## config.mk

```make
export PLATFORM = sky130hd
export DESIGN_NAME = mss_engine
export DESIGN_NICKNAME = d
export VERILOG_FILES = /design/src/rtl/mss_pkg.sv /design/src/rtl/mss_engine.sv
export SDC_FILE = /design/constraint.sdc
export NUM_CORES = 1
export LEC_CHECK = 0
export CAP_MARGIN = 0
export CORE_MARGIN = 5
export CORE_UTILIZATION = 60
export DETAILED_ROUTE_END_ITERATION = 10
export DONT_BUFFER_PORTS = 1
export GPL_TIMING_DRIVEN = 0
export PLACE_DENSITY = 0.76
export SYNTH_ARGS = -nofsm -noshare
export SYNTH_HDL_FRONTEND = slang
export SYNTH_SLANG_ARGS = --single-unit
```

## constraint.sdc

```tcl
create_clock -name clk -period 6.8 [get_ports clk]
set_input_delay 0.34 -clock clk [delete_from_list [all_inputs] [get_ports clk]]
set_output_delay 0.34 -clock clk [all_outputs]
set_load 0.05 [all_outputs]
```

## src/rtl/mss_pkg.sv

```systemverilog
`timescale 1ns / 1ps
// ----------------------------------------------------------------------------
// mss_pkg: shared types and constants for the maximal set registry
// Function and status codes, engine states and the result bundle passed
// from the scan engine to the output register.
// ----------------------------------------------------------------------------
package mss_pkg;

    localparam int SET_W         = 64;
    localparam int MAX_ITEMS_DEF = 64;
    localparam int CAPACITY_DEF  = 256;

    localparam int STATUS_W  = 2;
    localparam int SLOT_W    = 8;
    localparam int COUNT_W   = 9;

    localparam logic FUNC_INSERT = 1'b0;
    localparam logic FUNC_QUERY  = 1'b1;

    typedef enum logic [STATUS_W-1:0] {
        STAT_INSERTED = 2'd0,
        STAT_COVERED  = 2'd1,
        STAT_FULL     = 2'd2,
        STAT_QUERY    = 2'd3
    } status_t;

    typedef enum logic [2:0] {
        ST_IDLE,
        ST_SCAN,
        ST_PRUNE,
        ST_PLACE,
        ST_FINISH
    } state_t;

    typedef struct packed {
        status_t             status;
        logic                covered;
        logic [SLOT_W-1:0]   slot;
        logic [COUNT_W-1:0]  removed_count;
        logic [COUNT_W-1:0]  live_count;
    } result_t;

endpackage

```

## src/rtl/mss_engine.sv

```systemverilog
`timescale 1ns / 1ps
// ----------------------------------------------------------------------------
// mss_engine: table scan sequencer
// Runs the cover scan, the prune scan with free-slot search and the final
// placement over the set memory, and holds the table bookkeeping.
// ----------------------------------------------------------------------------
module mss_engine #(
    parameter int MAX_ITEMS = mss_pkg::MAX_ITEMS_DEF,
    parameter int CAPACITY  = mss_pkg::CAPACITY_DEF,
    localparam int AW       = (CAPACITY > 1) ? $clog2(CAPACITY) : 1,
    localparam int CW       = $clog2(CAPACITY + 1)
) (
    input  logic                     clk,
    input  logic                     rst_n,
    input  logic                     req_valid,
    output logic                     req_stall,
    input  logic                     func,
    input  logic [mss_pkg::SET_W-1:0] item_set,
    output logic                     rd_en,
    output logic [AW-1:0]            rd_addr,
    input  logic [MAX_ITEMS:0]       rd_data,
    output logic                     wr_en,
    output logic [AW-1:0]            wr_addr,
    output logic [MAX_ITEMS:0]       wr_data,
    input  logic                     out_ready,
    output logic                     done,
    output mss_pkg::result_t         result
);
    import mss_pkg::*;

    localparam logic [CW-1:0] CAP_C = CW'(CAPACITY);

    state_t                 state_reg, state_next;
    logic                   func_reg, func_next;
    logic [MAX_ITEMS-1:0]   set_reg, set_next;
    logic [CW-1:0]          issue_reg, issue_next;
    logic                   pend_reg, pend_next;
    logic [CW-1:0]          pend_idx_reg, pend_idx_next;
    logic                   covered_reg, covered_next;
    logic                   found_reg, found_next;
    logic [CW-1:0]          target_reg, target_next;
    logic [CW-1:0]          removed_reg, removed_next;
    logic [CW-1:0]          live_reg, live_next;
    logic [CW-1:0]          hw_reg, hw_next;
    status_t                status_reg, status_next;

    logic                   issue_more;
    logic                   pass_done;
    logic                   entry_valid;
    logic [MAX_ITEMS-1:0]   entry_set;
    logic                   sup_hit;
    logic                   sub_hit;
    logic                   room;

    assign issue_more  = issue_reg < hw_reg;
    assign pass_done   = !issue_more && !pend_reg;
    assign entry_valid = rd_data[MAX_ITEMS];
    assign entry_set   = rd_data[MAX_ITEMS-1:0];
    assign sup_hit     = pend_reg && entry_valid && ((set_reg & ~entry_set) == '0);
    assign sub_hit     = pend_reg && entry_valid && ((entry_set & ~set_reg) == '0);
    assign room        = hw_reg < CAP_C;

    // next state
    always_comb
    begin
        state_next = state_reg;
        case (state_reg)
            ST_IDLE:
            begin
                if (req_valid)
                begin
                    state_next = ST_SCAN;
                end
            end
            ST_SCAN:
            begin
                if (pass_done)
                begin
                    if (func_reg == FUNC_QUERY || covered_reg)
                    begin
                        state_next = ST_FINISH;
                    end
                    else
                    begin
                        state_next = ST_PRUNE;
                    end
                end
            end
            ST_PRUNE:
            begin
                if (pass_done)
                begin
                    state_next = ST_PLACE;
                end
            end
            ST_PLACE:
            begin
                state_next = ST_FINISH;
            end
            ST_FINISH:
            begin
                if (out_ready)
                begin
                    state_next = ST_IDLE;
                end
            end
            default:
            begin
                state_next = ST_IDLE;
            end
        endcase
    end

    // outputs
    always_comb
    begin
        req_stall = 1'b1;
        rd_en     = 1'b0;
        rd_addr   = issue_reg[AW-1:0];
        wr_en     = 1'b0;
        wr_addr   = pend_idx_reg[AW-1:0];
        wr_data   = {1'b0, entry_set};
        done      = 1'b0;
        case (state_reg)
            ST_IDLE:
            begin
                req_stall = 1'b0;
            end
            ST_SCAN:
            begin
                rd_en = issue_more;
            end
            ST_PRUNE:
            begin
                rd_en = issue_more;
                wr_en = sub_hit;
            end
            ST_PLACE:
            begin
                wr_en   = found_reg || room;
                wr_addr = found_reg ? target_reg[AW-1:0] : hw_reg[AW-1:0];
                wr_data = {1'b1, set_reg};
            end
            ST_FINISH:
            begin
                done = out_ready;
            end
            default:
            begin
                req_stall = 1'b1;
            end
        endcase
    end

    // datapath
    always_comb
    begin
        func_next     = func_reg;
        set_next      = set_reg;
        issue_next    = issue_reg;
        pend_next     = pend_reg;
        pend_idx_next = pend_idx_reg;
        covered_next  = covered_reg;
        found_next    = found_reg;
        target_next   = target_reg;
        removed_next  = removed_reg;
        live_next     = live_reg;
        hw_next       = hw_reg;
        status_next   = status_reg;
        case (state_reg)
            ST_IDLE:
            begin
                if (req_valid)
                begin
                    func_next    = func;
                    set_next     = item_set[MAX_ITEMS-1:0];
                    issue_next   = '0;
                    pend_next    = 1'b0;
                    covered_next = 1'b0;
                    found_next   = 1'b0;
                    target_next  = '0;
                    removed_next = '0;
                end
            end
            ST_SCAN:
            begin
                issue_next    = issue_more ? issue_reg + CW'(1) : issue_reg;
                pend_next     = issue_more;
                pend_idx_next = issue_reg;
                if (sup_hit)
                begin
                    covered_next = 1'b1;
                end
                if (pass_done)
                begin
                    // restart the read pointer for the prune pass
                    issue_next = '0;
                    if (func_reg == FUNC_QUERY)
                    begin
                        status_next = STAT_QUERY;
                    end
                    else
                    begin
                        status_next = STAT_COVERED;
                    end
                end
            end
            ST_PRUNE:
            begin
                issue_next    = issue_more ? issue_reg + CW'(1) : issue_reg;
                pend_next     = issue_more;
                pend_idx_next = issue_reg;
                if (sub_hit)
                begin
                    removed_next = removed_reg + CW'(1);
                    live_next    = live_reg - CW'(1);
                end
                if (pend_reg && (!entry_valid || sub_hit) && !found_reg)
                begin
                    found_next  = 1'b1;
                    target_next = pend_idx_reg;
                end
            end
            ST_PLACE:
            begin
                if (found_reg)
                begin
                    status_next = STAT_INSERTED;
                    live_next   = live_reg + CW'(1);
                end
                else if (room)
                begin
                    status_next = STAT_INSERTED;
                    target_next = hw_reg;
                    hw_next     = hw_reg + CW'(1);
                    live_next   = live_reg + CW'(1);
                end
                else
                begin
                    status_next = STAT_FULL;
                    target_next = '0;
                end
            end
            default:
            begin
                status_next = status_reg;
            end
        endcase
    end

    always_ff @(posedge clk or negedge rst_n)
    begin
        if (!rst_n)
        begin
            state_reg <= ST_IDLE;
            pend_reg  <= 1'b0;
            found_reg <= 1'b0;
            live_reg  <= '0;
            hw_reg    <= '0;
            issue_reg <= '0;
        end
        else
        begin
            state_reg <= state_next;
            pend_reg  <= pend_next;
            found_reg <= found_next;
            live_reg  <= live_next;
            hw_reg    <= hw_next;
            issue_reg <= issue_next;
        end
    end

    always_ff @(posedge clk)
    begin
        func_reg     <= func_next;
        set_reg      <= set_next;
        pend_idx_reg <= pend_idx_next;
        covered_reg  <= covered_next;
        target_reg   <= target_next;
        removed_reg  <= removed_next;
        status_reg   <= status_next;
    end

    always_comb
    begin
        result.status        = status_reg;
        result.covered       = covered_reg;
        result.slot          = SLOT_W'(target_reg);
        result.removed_count = COUNT_W'(removed_reg);
        result.live_count    = COUNT_W'(live_reg);
    end

endmodule

```

==> impl_metrics.yaml <==
setup_path:
  critical-path-top-cell-by-count: "sky130_fd_sc_hd__clkbuf_1"
  timing_worst_setup_path_type: "reg2reg"
  critical_path.reg2reg.endpoint: "live_reg[8]"
  path_max_fanout: 18
  critical-path-max-stage-delay_ns: 0.95
  worst_ep_arrival_time_ns: 4.58
  worstSetupStartpointType: "register"
  timing.reg2reg.worst_path_depth: 13
  crit_path_end_kind: "register"
  required_ns: 7.07
  crit-reg2reg-launch: "state_reg[0]"
  crit_slowest_cell: "sky130_fd_sc_hd__clkbuf_1"
  path_delay_family: "buffers and inverters"
  r2r_setup_slack_ns: 2.48
  timing.critical_path.buf_inv: 3
  critical_path.cell_chain: "buf_4 -> nor2b_1 -> nand2_2 -> clkbuf_1 -> clkbuf_1 -> ha_1 -> a211oi_1 -> nor2_1 -> or4_1 -> a31oi_1 -> xnor2_1 -> o22ai_1 -> xor2_1"
detailed_routing:
  post_drt_via_cell_ratio: 6.446
  wire_length_on_met1_um: 8151
  drt.antenna.violating_nets: 0
  drt-wirelength-per-cell_um: 25.72
  routed-wl-met3_um: 2328
  top_layer: "met4"
  via_count: 5679
  drcViolationCount: 0
  wl_met2_um: 11390
  total_wirelength_um: 22660
  drt_pre_antenna_iters: 5
  drt_first_iter_violations: 614
floorplan:
  core_area_um2: 11320
  placementRows: 39
  die_area_um2: 13670
  initial_core_util_pct: 60.57
  top_level_ports: 248
  floorplan.die.width_um: 116.9
  die_height_um: 116.9
pwr:
  switching_share_pct: 47.19
  total_switching_power_w: 0.001748
  power.combinational.fraction_pct: 38.6
  internal_power_summed_over_all_cells_w: 0.001956
  p_leak_nw: 3.148
  max-vdd-ir-drop_v: 0.0002869
  power_density_over_cell_area_nw_per_um2: 471.8
  power_frac_seq_pct: 39.7
  p_clk_share_pct: 21.7
final_layout:
  nNetsFinal: 876
  post_route_cells_drive_above_1_share_pct: 8.424
  largest_register_ff_count: 64
  n_fill_cell: 875
  layout.cells.most_common: "sky130_fd_sc_hd__nand2_1"
  finalCoreUtilization_pct: 69.35
  area_growth_pct: 14.51
  layoutNonFillerInstCount: 881
  final_cell_mix: "94 x sky130_fd_sc_hd__nand2_1, 93 x sky130_fd_sc_hd__edfxtp_1, 72 x sky130_fd_sc_hd__inv_1"
cts:
  postCtsSetupRepairBufs: 0
  hold_fix_buffers_cts: 9
  cts_tree: "built"
  cts.sinks: 125
  cts_htree_levels: 4
  ctsLongestPathBuffers: 2
  cts-resized-gates: 0
  clkLatencyLatePin_ns: 0.42
  clockRootBuffer: "sky130_fd_sc_hd__clkbuf_16"
  clock_buffer_count_from_cts: 17
  cts.reportedPaths.clkPinSlew_ns: 0.05
timing:
  final_count_of_negative_setup_slack_endpoints: 0
  finalMaxSlewViolations: 0
  final.period_utilization_pct: 63.46
  post_route_clock_skew_ns: 0.01036
  timing.slew.headroom_pct: 13.85
  hold_violations: 0
  worst_slack_ns: 2.485
  fin_tns_setup_ns: 0
  post_layout_minimum_cycle_time_ns: 4.315
  rsz0062_at_grt: "false"
  timing_worst_slew_pin_value_ns: 1.292
  max_freq_mhz: 231.7
global_routing:
  pin_count_of_the_biggest_net_entering_global_routing: 44
  grt_overflow_total: 0
  grt_pass1_wl_um: 32920
  global_route.usage.total_pct: 33.13
  grt_pass1_vias: 5704
  number_of_antenna_violations_at_the_first_check_in_global_routing: 2
placement:
  post-place-ws_ns: 2.630
  placed_cells_incl_taps: 821
  gp_routability_congestion: 0.9555
  place.port_buffers: 0
  hpwl_detailed_um: 17350
hold_path:
  whs_endpoint: "set_reg[25]"
  hold_depth: 0
  timing.hold.worst.class: "in2reg"
  holdCritStartpoint: "item_set[25]"
logic_synthesis:
  synth_flop_cell: "sky130_fd_sc_hd__edfxtp_1"
  synth.distinct_cells: 63
  asyncSetResetFlopFracSynth_pct: 25.60
  number_of_enable_type_register_cells_in_the_synthesized_netlist: 93
  syn_avg_cell_area_um2: 10.13
  post_synthesis_cell_count: 677
  nets_in_the_synthesized_netlist: 830
  yosysWarnings: 0
  syn_area_um2: 6857
  synth-seq-cells: 125
  synth-seq-area-share_pct: 52.41
run_status:
  run_status: "complete, no violations"
run:
  max_cap_viol_count: 0
-- synthesized netlist by cell type (all sizes together) (2+ instances only) --
library cell	instances	area, um^2
ha	18	225.2
nand4	14	87.58
a2111oi	12	132.6
a221oi	7	67.56
a21oi	8	40.04
nor4	4	37.53
a21o	3	22.52
inv	75	281.5
or4	3	22.52
nor2b	28	175.2
nor3	3	15.01
mux2i	8	80.08
and2	3	18.77
clkbuf	18	67.56
buf	15	96.34
a22oi	2	15.01
nand2	96	370.4
nand3b	2	15.01
a22o	13	113.9
a211oi	4	35.03
edfxtp	93	2793
dfrtp	32	800.8
o21a	3	22.52
and3	7	43.79
xnor2	14	122.6
o2bb2ai	3	26.28
nand2b	4	25.02
o21ai	75	379.1
nand3	10	50.05
or3	3	18.77
o22ai	21	131.4
o221ai	3	26.28
mux2	7	78.83
xor2	16	140.1
nor2	33	123.9
and2b	2	16.27
-- power by group through the flow --
stage | clock [W] | combinational [W] | sequential [W]
final | 0.000805 | 0.00143 | 0.00147
after global routing | 0.000851 | 0.00152 | 0.00149
after CTS | 0.000815 | 0.00141 | 0.00147
after detailed placement | 0 | 0.00139 | 0.00148
after global placement | 0 | 0.00133 | 0.00148
after floorplan | 0 | 0.00111 | 0.00143
-- worst max path at each step --
stage	startpoint	end	slack [ns]	cells past startpoint
floorplan	state_reg[0]	live_reg[8]	3.48	13
global placement	state_reg[0]	live_reg[8]	2.74	13
detailed placement	state_reg[0]	live_reg[8]	2.63	13
CTS	state_reg[0]	live_reg[8]	2.56	13
global route	state_reg[0]	live_reg[8]	2.17	13
finish	state_reg[0]	live_reg[8]	2.48	13
-- cells by family after synthesis --
| group | Yosys count | synth area share (%) |
|---|---|---|
| xor gates and xnor gates | 30 | 3.832 |
| adders and majority gates | 19 | 3.577 |
| DFF | 125 | 52.41 |
| AOI/OAI and AO/OA | 164 | 16.00 |
| muxes | 15 | 2.318 |
| and+or+nand+nor | 215 | 15.31 |
| buffers and inverters | 109 | 6.551 |
-- layout make-up --
type                       instances  area (um^2)  area share, %
inverter                          76        285.3          3.633
antenna                            2        5.005        0.06375
sequential                       125         3593          45.77
tap                              143        178.9          2.279
multi-input combinational        443         2814          35.84
buffer                            33        163.9          2.088
timing repair buffer              27        290.3          3.697
clock buffer                      22        444.2          5.657
clock inverter                    10        76.32         0.9721
-- metal layers --
layer | vias up | track usage [%]
met5 | - | 0
met4 | 0 | 13.91
met3 | 65 | 10.23
met2 | 386 | 55.63
met1 | 2714 | 39.67
li1 | 2514 | -
-- per-stage QoR --
step           instance area (um^2)  power, W  hold slack [ns]
3_5_place_dp                   7056  0.002871          0.04502
5_1_grt                        7851  0.003864        0.0002462
4_1_cts                        7676  0.003691         0.001811
6_report                       7851  0.003704          0.01662
3_3_place_gp                   7036  0.002803          0.04590
2_1_floorplan                  6857  0.002542          0.04441
Power figures use the tool's default switching activity.
